==> src/hdl/dmm_pkg.sv <==
// ----------------------------------------------------------------------------
// dmm_pkg
// shared types, sizes and helpers of the dense matrix multiplier
// ----------------------------------------------------------------------------
package dmm_pkg;

  localparam int unsigned DIM    = 8;
  localparam int unsigned IDX_W  = 3;
  localparam int unsigned SIZE_W = 4;
  localparam int unsigned ELEM_W = 16;
  localparam int unsigned PROD_W = 2 * ELEM_W;
  localparam int unsigned SUM_W  = 36;
  localparam int unsigned FUNC_W = 2;
  localparam int unsigned ADDR_W = $clog2(DIM * DIM);
  localparam int unsigned SLOT_W = 2 * IDX_W + 1;

  localparam logic [SIZE_W-1:0] SIZE_RESET = 4'd8;

  typedef enum logic [FUNC_W-1:0] {
    FUNC_LOAD_A  = 2'd0,
    FUNC_LOAD_B  = 2'd1,
    FUNC_COMPUTE = 2'd2
  } func_e;

  localparam logic [1:0] REG_ROWS_A    = 2'd0;
  localparam logic [1:0] REG_INNER_DIM = 2'd1;
  localparam logic [1:0] REG_COLS_B    = 2'd2;

  // tag travelling with each multiply-accumulate step
  typedef struct packed {
    logic [IDX_W-1:0] row;
    logic [IDX_W-1:0] col;
    logic             first;
    logic             lastk;
    logic             last;
    logic             zero;
  } tag_t;

  typedef struct packed {
    logic [IDX_W-1:0]        row;
    logic [IDX_W-1:0]        col;
    logic signed [SUM_W-1:0] sum;
    logic                    last;
  } res_t;

  function automatic logic [SIZE_W-1:0] eff_size(logic [SIZE_W-1:0] v);
    return (v > SIZE_W'(DIM)) ? SIZE_W'(DIM) : v;
  endfunction

  function automatic logic [ADDR_W-1:0] slot(logic [IDX_W-1:0] r, logic [IDX_W-1:0] c);
    logic [SLOT_W-1:0] s;
    s = SLOT_W'(r) * SLOT_W'(DIM) + SLOT_W'(c);
    return s[ADDR_W-1:0];
  endfunction

endpackage

==> src/hdl/dmm_store.sv <==
// ----------------------------------------------------------------------------
// dmm_store
// element memory, one write port, one registered read port
// ----------------------------------------------------------------------------
module dmm_store (
  input  logic                        clk_i,
  input  logic                        we_i,
  input  logic [dmm_pkg::ADDR_W-1:0]  waddr_i,
  input  logic [dmm_pkg::ELEM_W-1:0]  wdata_i,
  input  logic                        re_i,
  input  logic [dmm_pkg::ADDR_W-1:0]  raddr_i,
  output logic [dmm_pkg::ELEM_W-1:0]  rdata_o
);

  logic [dmm_pkg::ELEM_W-1:0] mem_q [dmm_pkg::DIM * dmm_pkg::DIM];
  logic [dmm_pkg::ELEM_W-1:0] rdata_q;

  always_ff @(posedge clk_i) begin
    if (we_i) begin
      mem_q[waddr_i] <= wdata_i;
    end
  end

  always_ff @(posedge clk_i) begin
    if (re_i) begin
      rdata_q <= mem_q[raddr_i];
    end
  end

  assign rdata_o = rdata_q;

endmodule

==> src/hdl/dmm_seq.sv <==
// ----------------------------------------------------------------------------
// dmm_seq
// walks row, column and inner index and issues the memory reads
// ----------------------------------------------------------------------------
module dmm_seq (
  input  logic                        clk_i,
  input  logic                        rst_ni,
  input  logic                        start_i,
  input  logic                        adv_i,
  input  logic [dmm_pkg::SIZE_W-1:0]  nr_i,
  input  logic [dmm_pkg::SIZE_W-1:0]  nk_i,
  input  logic [dmm_pkg::SIZE_W-1:0]  nc_i,
  output logic                        busy_o,
  output logic                        rd_en_o,
  output logic [dmm_pkg::ADDR_W-1:0]  a_addr_o,
  output logic [dmm_pkg::ADDR_W-1:0]  b_addr_o,
  output logic                        s1_valid_o,
  output dmm_pkg::tag_t               s1_tag_o
);

  logic                       busy_q;
  logic [dmm_pkg::IDX_W-1:0]  i_q, j_q, k_q;
  logic                       s1_valid_q;
  dmm_pkg::tag_t              s1_tag_q, tag_d;
  logic [dmm_pkg::SIZE_W-1:0] kmax;
  logic                       lastk, lastj, lasti, issue;

  assign kmax  = (nk_i == '0) ? '0 : nk_i - 1'b1;
  assign lastk = {1'b0, k_q} == kmax;
  assign lastj = {1'b0, j_q} == nc_i - 1'b1;
  assign lasti = {1'b0, i_q} == nr_i - 1'b1;
  assign issue = busy_q & adv_i;

  always_comb begin
    tag_d       = '0;
    tag_d.row   = i_q;
    tag_d.col   = j_q;
    tag_d.first = (k_q == '0);
    tag_d.lastk = lastk;
    tag_d.last  = lastk & lastj & lasti;
    tag_d.zero  = (nk_i == '0);
  end

  always_ff @(posedge clk_i or negedge rst_ni) begin
    if (!rst_ni) begin
      busy_q <= 1'b0;
      i_q    <= '0;
      j_q    <= '0;
      k_q    <= '0;
    end else if (start_i) begin
      busy_q <= 1'b1;
      i_q    <= '0;
      j_q    <= '0;
      k_q    <= '0;
    end else if (issue) begin
      if (!lastk) begin
        k_q <= k_q + 1'b1;
      end else begin
        k_q <= '0;
        if (!lastj) begin
          j_q <= j_q + 1'b1;
        end else begin
          j_q <= '0;
          if (lasti) begin
            busy_q <= 1'b0;
          end else begin
            i_q <= i_q + 1'b1;
          end
        end
      end
    end
  end

  always_ff @(posedge clk_i or negedge rst_ni) begin
    if (!rst_ni) begin
      s1_valid_q <= 1'b0;
    end else if (adv_i) begin
      s1_valid_q <= busy_q;
    end
  end

  always_ff @(posedge clk_i) begin
    if (adv_i) begin
      s1_tag_q <= tag_d;
    end
  end

  assign busy_o     = busy_q;
  assign rd_en_o    = issue;
  assign a_addr_o   = dmm_pkg::slot(i_q, k_q);
  assign b_addr_o   = dmm_pkg::slot(k_q, j_q);
  assign s1_valid_o = s1_valid_q;
  assign s1_tag_o   = s1_tag_q;

endmodule

==> src/hdl/dmm_mac.sv <==
// ----------------------------------------------------------------------------
// dmm_mac
// registered multiply followed by the accumulator
// ----------------------------------------------------------------------------
module dmm_mac (
  input  logic                        clk_i,
  input  logic                        rst_ni,
  input  logic                        adv_i,
  input  logic                        s1_valid_i,
  input  dmm_pkg::tag_t               s1_tag_i,
  input  logic [dmm_pkg::ELEM_W-1:0]  a_i,
  input  logic [dmm_pkg::ELEM_W-1:0]  b_i,
  output logic                        busy_o,
  output logic                        res_valid_o,
  output dmm_pkg::res_t               res_o
);

  logic                               s2_valid_q;
  dmm_pkg::tag_t                      s2_tag_q;
  logic signed [dmm_pkg::PROD_W-1:0]  mult, prod_d, prod_q;
  logic signed [dmm_pkg::SUM_W-1:0]   acc_q, acc_d;

  assign mult   = $signed(a_i) * $signed(b_i);
  assign prod_d = s1_tag_i.zero ? '0 : mult;

  always_ff @(posedge clk_i or negedge rst_ni) begin
    if (!rst_ni) begin
      s2_valid_q <= 1'b0;
    end else if (adv_i) begin
      s2_valid_q <= s1_valid_i;
    end
  end

  always_ff @(posedge clk_i) begin
    if (adv_i) begin
      s2_tag_q <= s1_tag_i;
      prod_q   <= prod_d;
    end
  end

  assign acc_d = (s2_tag_q.first ? '0 : acc_q) + dmm_pkg::SUM_W'(prod_q);

  always_ff @(posedge clk_i) begin
    if (adv_i && s2_valid_q) begin
      acc_q <= acc_d;
    end
  end

  assign busy_o      = s2_valid_q;
  assign res_valid_o = s2_valid_q & s2_tag_q.lastk;

  always_comb begin
    res_o      = '0;
    res_o.row  = s2_tag_q.row;
    res_o.col  = s2_tag_q.col;
    res_o.sum  = acc_d;
    res_o.last = s2_tag_q.last;
  end

endmodule

==> src/hdl/dense_matrix_multiply.sv <==
// ----------------------------------------------------------------------------
// dense_matrix_multiply
// fixed-point matrix product of two stored matrices, streamed out per element
// ----------------------------------------------------------------------------
// load items: one per cycle while no compute item is in progress, no result
// compute item: R*C*max(K,1) multiply-accumulate steps, one per cycle unless the
//   output stalls, set by the single read port of each element memory; each
//   sum is formed from the memory read and product registers and the accumulator
//   and held in the output register; a new item is taken once the last result sits in the output
// reset: sizes return to 8, pipeline and output emptied, memories not cleared
// ----------------------------------------------------------------------------
module dense_matrix_multiply (
  input  logic        clk_i,
  input  logic        rst_ni,
  input  logic        s_axis_tvalid,
  output logic        s_axis_tready,
  input  logic [23:0] s_axis_tdata,   // row_index, col_index, element
  input  logic [1:0]  s_axis_tuser,   // func
  output logic        m_axis_tvalid,
  input  logic        m_axis_tready,
  output logic [47:0] m_axis_tdata,   // out_row, out_col, sum
  output logic        m_axis_tlast,
  input  logic        psel,
  input  logic        penable,
  input  logic        pwrite,
  input  logic [3:0]  paddr,
  input  logic [31:0] pwdata,
  output logic [31:0] prdata,
  output logic        pready
);

  localparam int unsigned OUT_PAD_W = 48 - (2 * dmm_pkg::IDX_W + dmm_pkg::SUM_W);

  logic [dmm_pkg::SIZE_W-1:0] rows_a_q, inner_dim_q, cols_b_q;
  logic [dmm_pkg::SIZE_W-1:0] nr, nk, nc;
  logic                       cfg_wr;
  logic [dmm_pkg::IDX_W-1:0]  in_row, in_col;
  logic [dmm_pkg::ELEM_W-1:0] in_elem;
  logic                       in_acc, we_a, we_b, start;
  logic                       adv, seq_busy, rd_en, s1_valid, mac_busy, res_valid;
  logic [dmm_pkg::ADDR_W-1:0] a_raddr, b_raddr, waddr;
  logic [dmm_pkg::ELEM_W-1:0] a_rdata, b_rdata;
  dmm_pkg::tag_t              s1_tag;
  dmm_pkg::res_t              res, out_q;
  logic                       out_valid_q;

  // configuration
  assign pready = 1'b1;
  assign cfg_wr = psel & penable & pwrite & pready;

  always_ff @(posedge clk_i or negedge rst_ni) begin
    if (!rst_ni) begin
      rows_a_q    <= dmm_pkg::SIZE_RESET;
      inner_dim_q <= dmm_pkg::SIZE_RESET;
      cols_b_q    <= dmm_pkg::SIZE_RESET;
    end else if (cfg_wr) begin
      case (paddr[3:2])
        dmm_pkg::REG_ROWS_A:    rows_a_q    <= pwdata[dmm_pkg::SIZE_W-1:0];
        dmm_pkg::REG_INNER_DIM: inner_dim_q <= pwdata[dmm_pkg::SIZE_W-1:0];
        dmm_pkg::REG_COLS_B:    cols_b_q    <= pwdata[dmm_pkg::SIZE_W-1:0];
        default: ;
      endcase
    end
  end

  always_comb begin
    case (paddr[3:2])
      dmm_pkg::REG_ROWS_A:    prdata = 32'(rows_a_q);
      dmm_pkg::REG_INNER_DIM: prdata = 32'(inner_dim_q);
      dmm_pkg::REG_COLS_B:    prdata = 32'(cols_b_q);
      default:                prdata = '0;
    endcase
  end

  assign nr = dmm_pkg::eff_size(rows_a_q);
  assign nk = dmm_pkg::eff_size(inner_dim_q);
  assign nc = dmm_pkg::eff_size(cols_b_q);

  // input side
  assign in_row  = s_axis_tdata[2:0];
  assign in_col  = s_axis_tdata[5:3];
  assign in_elem = s_axis_tdata[21:6];

  assign s_axis_tready = ~seq_busy & ~s1_valid & ~mac_busy;
  assign in_acc        = s_axis_tvalid & s_axis_tready;

  assign we_a  = in_acc && (s_axis_tuser == dmm_pkg::FUNC_LOAD_A)
                 && ({1'b0, in_row} < nr) && ({1'b0, in_col} < nk);
  assign we_b  = in_acc && (s_axis_tuser == dmm_pkg::FUNC_LOAD_B)
                 && ({1'b0, in_row} < nk) && ({1'b0, in_col} < nc);
  assign start = in_acc && (s_axis_tuser == dmm_pkg::FUNC_COMPUTE)
                 && (nr != '0) && (nc != '0);
  assign waddr = dmm_pkg::slot(in_row, in_col);

  // whole pipeline moves unless a waiting result is held up
  assign adv = ~out_valid_q | m_axis_tready;

  dmm_store u_a_store (
    .clk_i   (clk_i),
    .we_i    (we_a),
    .waddr_i (waddr),
    .wdata_i (in_elem),
    .re_i    (rd_en),
    .raddr_i (a_raddr),
    .rdata_o (a_rdata)
  );

  dmm_store u_b_store (
    .clk_i   (clk_i),
    .we_i    (we_b),
    .waddr_i (waddr),
    .wdata_i (in_elem),
    .re_i    (rd_en),
    .raddr_i (b_raddr),
    .rdata_o (b_rdata)
  );

  dmm_seq u_seq (
    .clk_i      (clk_i),
    .rst_ni     (rst_ni),
    .start_i    (start),
    .adv_i      (adv),
    .nr_i       (nr),
    .nk_i       (nk),
    .nc_i       (nc),
    .busy_o     (seq_busy),
    .rd_en_o    (rd_en),
    .a_addr_o   (a_raddr),
    .b_addr_o   (b_raddr),
    .s1_valid_o (s1_valid),
    .s1_tag_o   (s1_tag)
  );

  dmm_mac u_mac (
    .clk_i       (clk_i),
    .rst_ni      (rst_ni),
    .adv_i       (adv),
    .s1_valid_i  (s1_valid),
    .s1_tag_i    (s1_tag),
    .a_i         (a_rdata),
    .b_i         (b_rdata),
    .busy_o      (mac_busy),
    .res_valid_o (res_valid),
    .res_o       (res)
  );

  // output register
  always_ff @(posedge clk_i or negedge rst_ni) begin
    if (!rst_ni) begin
      out_valid_q <= 1'b0;
    end else if (adv) begin
      out_valid_q <= res_valid;
    end
  end

  always_ff @(posedge clk_i) begin
    if (adv && res_valid) begin
      out_q <= res;
    end
  end

  assign m_axis_tvalid = out_valid_q;
  assign m_axis_tdata  = {{OUT_PAD_W{1'b0}}, out_q.sum, out_q.col, out_q.row};
  assign m_axis_tlast  = out_q.last;

endmodule

==> config.mk <==
export PLATFORM = sky130hd
export DESIGN_NAME = dense_matrix_multiply
export DESIGN_NICKNAME = d
export VERILOG_FILES = /design/src/hdl/dmm_pkg.sv /design/src/hdl/dmm_store.sv /design/src/hdl/dmm_seq.sv /design/src/hdl/dmm_mac.sv /design/src/hdl/dense_matrix_multiply.sv
export SDC_FILE = /design/constraint.sdc
export NUM_CORES = 2
export LEC_CHECK = 0
export BUFFER_PORTS_ARGS = -buffer_cell sky130_fd_sc_hd__buf_2
export CORE_ASPECT_RATIO = 1.1
export CORE_MARGIN = 10
export CORE_UTILIZATION = 55
export CTS_CLUSTER_SIZE = 14
export DETAILED_ROUTE_END_ITERATION = 10
export GPL_ROUTABILITY_DRIVEN = 0
export HOLD_SLACK_MARGIN = 0.02
export PLACE_DENSITY = 0.74
export SYNTH_ARGS = -nofsm -noshare
export SYNTH_HDL_FRONTEND = slang
export SYNTH_SLANG_ARGS = --single-unit
==> constraint.sdc <==
create_clock -name clk_i -period 8.4 [get_ports clk_i]
set_input_delay 1.68 -clock clk_i [delete_from_list [all_inputs] [get_ports clk_i]]
set_output_delay 1.68 -clock clk_i [all_outputs]
set_load 0.05 [all_outputs]
==> impl_metrics.csv <==
group,metric,value,unit
detailed_routing,drtIter0Drc,5742,
cts,clockBufferDepth,3,
sta,maxSlewHeadroom,16.2,%
worst_setup_path,crit_path_end_kind,"flip-flop",
global_routing,track_usage,22.9,%
worst_setup_path,cp_slowest_cell,"fa_1",
logic_synthesis,avgSynthCellArea,19.9,um^2
die,initial_utilization,55.4,%
die,fp.coreArea,175000,um^2
cts,htree_levels,4,
worst_setup_path,required,8.96,ns
sta,setup_viol,0,
sta,fmax,145,MHz
cts,cts_resized,0,
global_routing,grt_max_degree,130,
sta,rsz0062_at_grt,"false",
detailed_routing,wl_met1,84300,um
worst_setup_path,crit_path_cell_trace,"nand2_1 > inv_1 > fa_1 > inv_1 > fa_1 > fa_1 > fa_1 > fa_1 > fa_1 > inv_1 > ha_1 > o21ai_0 > a21oi_1 > a221oi_1 > o211ai_1 > a31oi_1 > o21ai_0 > mux2i_1 > o311ai_0",
detailed_routing,drt_pre_antenna_iters,6,
logic_synthesis,yosys_warnings,0,
logic_synthesis,synth_edf_count,2210,
finish,drive_gt1_share,23.9,%
detailed_routing,met3WireLength,20700,um
global_routing,grt_pass1_wl,327000,um
cts,numClockSinks,2235,
sta,tightestPinTransition,1.26,ns
die,rows,161,
detailed_routing,vias,47400,
cts,cts_setup_buffers,0,
die,die_h,460,um
cts,postCtsHoldBufs,0,
cts,clk_latency,0.84,ns
finish,final.fill_count,11700,
sta,min_period_over_period,82.1,%
die,io_pins,153,
cts,cts_root_buf,"clkbuf_16",
sta,skew,0.0389,ns
cts,cts_inserted_buffers,208,
flow_run,max_cap_violations,0,
worst_hold_path,hp-class,"flip-flop to flip-flop",
detailed_routing,wl,219000,um
finish,final_common_cell,"edfxtp_1",
global_routing,antenna_found_initial,19,
die,die_w,420,um
worst_setup_path,cp.arrival,7.45,ns
placed_design,dp_hpwl,130000,um
logic_synthesis,synth_area,96900,um^2
worst_hold_path,holdPathStages,0,
detailed_routing,highest_layer,"met5",
logic_synthesis,async_flop_share,1.12,%
logic_synthesis,ys_seq_elements,2235,
logic_synthesis,yosysSeqAreaShare,69.1,%
die,die_area,193000,um^2
sta,hold_viol_final,0,
finish,nNetsFinal,5549,
logic_synthesis,syn_inst,4859,
detailed_routing,drc,0,
global_routing,grt_pass1_vias,48700,
sta,tns,0,ns
worst_setup_path,cp_max_fo,16,
finish,syn_to_final_growth,10.4,%
finish,mostFrequentLayoutCells,"edfxtp_1, mux4_2, inv_1, fa_1, clkbuf_16",
worst_setup_path,worst_setup_path_start_kind,"flip-flop",
placed_design,io_buffers,85,
worst_setup_path,cpPeakStageDelay,0.71,ns
cts,cts_tree,"done",
outcome,status,"complete, no violations",
worst_setup_path,path_class,"flip-flop to flip-flop",
worst_setup_path,r2r_cells,19,
detailed_routing,avgViaCountPerCell,6.29,
detailed_routing,wl_met2,107000,um
worst_setup_path,critPathMostFrequentCell,"fa_1",
detailed_routing,wire_per_inst,29.1,um
detailed_routing,antenna_left,0,
cts,cts.clk_slew.worst_paths,0.06,ns
logic_synthesis,synth_cell_types,63,
sta,min_period,6.89,ns
sta,slew_violations,0,
logic_synthesis,synthFlopType,"edfxtp_1",
global_routing,grt-ovfl-total,0,
through the flow:
| stage | hold WS, ns | cell area, um^2 | cells | utilization [%] | worst slack (ns) |
|---|---|---|---|---|---|
| after floorplan | 0.400 | 97100 | 4892 | - | 2.36 |
| after global placement | 0.401 | 100000 | 7156 | 57.4 | 1.69 |
| after detailed placement | 0.405 | 100000 | 7156 | 57.4 | 1.61 |
| after CTS | 0.412 | 107000 | 7533 | 61.1 | 1.58 |
| after global routing | 0.425 | 107000 | 7534 | 61.1 | 1.12 |
| final | 0.413 | 107000 | 7536 | 61.2 | 1.51 |
worst max-delay path, delay by kind of cell, from the launching register on:
kind	cells	cell delay, ns
buffers and inverters	3	0.26
adder cells (fa/ha/maj)	7	3.57
flip-flops	1	0.70
AND/OR/NAND/NOR	1	0.23
multiplexers	1	0.25
AO/OA/AOI/OAI	7	1.60
final timing paths:
| check | from | slack (ns) | endpoint |
|---|---|---|---|
| max in group asynchronous | rst_ni | 7.07 | u_seq.k_q[2] |
| worst max register to register | u_b_store.rdata_o[1] | 1.51 | u_mac.prod_q[31] |
| worst min-delay path | u_seq.s1_tag_o[8] | 0.41 | u_mac.res_o[41] |
| min in group asynchronous | rst_ni | 0.85 | u_seq.i_q[2] |
| worst min register to register | u_seq.s1_tag_o[8] | 0.41 | u_mac.res_o[41] |
| worst max-delay path | u_b_store.rdata_o[1] | 1.51 | u_mac.prod_q[31] |
cells by family (layout without fill, tap and decap cells):
group | count (synthesis) | after routing | share of synthesized area, %
compound gates | 209 | 209 | 1.34
xor+xnor | 70 | 70 | 0.633
flops | 2235 | 2235 | 69.1
simple gates | 688 | 688 | 3.42
fa+ha+maj | 396 | 396 | 7.15
mux | 693 | 693 | 15.8
buf+inv | 566 | 925 | 2.49
other cells | 2 | 38 | 0.00775
layer usage:
layer | global-route usage, % | vias up
met5 | 0 | -
met4 | 7.14 | 18
met3 | 4.38 | 403
met2 | 36.8 | 2452
met1 | 32.1 | 25000
li1 | - | 19500
state kept, by name, indices dropped and copies added (netlist names), 2 cells and up:
name	flops
u_mac.res_o	7
u_seq.k_q	3
u_b_store.rdata_o	16
u_seq.s1_tag_o	10
rows_a_q	4
u_seq.j_q	3
u_a_store.mem_q	1024
u_b_store.mem_q	1024
cols_b_q	4
inner_dim_q	4
u_a_store.rdata_o	16
u_mac.prod_q	32
u_seq.i_q	3
m_axis_tdata	42
u_mac.s2_tag_q	2
u_mac.acc_q	36
cell usage after synthesis (all sizes together) (9+ instances only):
cell,instances,area (um^2)
edfxtp,2210,66400
mux4,672,15100
inv,315,1180
fa,263,5270
nor2,205,769
nand2,180,676
ha,133,1660
buf,129,773
and2,123,769
clkbuf,122,458
a21oi,65,325
o21ai,56,280
xnor2,50,438
nor2b,49,307
nor3,31,155
nand2b,30,188
nand3,24,120
dfrtp,22,551
a21o,20,150
xor2,20,175
mux2,13,146
o211ai,9,67.6
final cells by class:
type	instances	area, um^2	area share [%]
Sequential cell	2235	67000	62.6
Multi-Input combinational cell	2091	27700	25.9
Clock buffer	262	5470	5.11
Tap cell	2282	2860	2.67
Timing Repair Buffer	233	1640	1.53
Inverter	315	1180	1.11
Clock inverter	115	1140	1.07
Antenna cell	3	7.51	0.00701
Power is not shown: default switching activity piles up to over one toggle a cycle in this logic, so the estimate is an artifact.
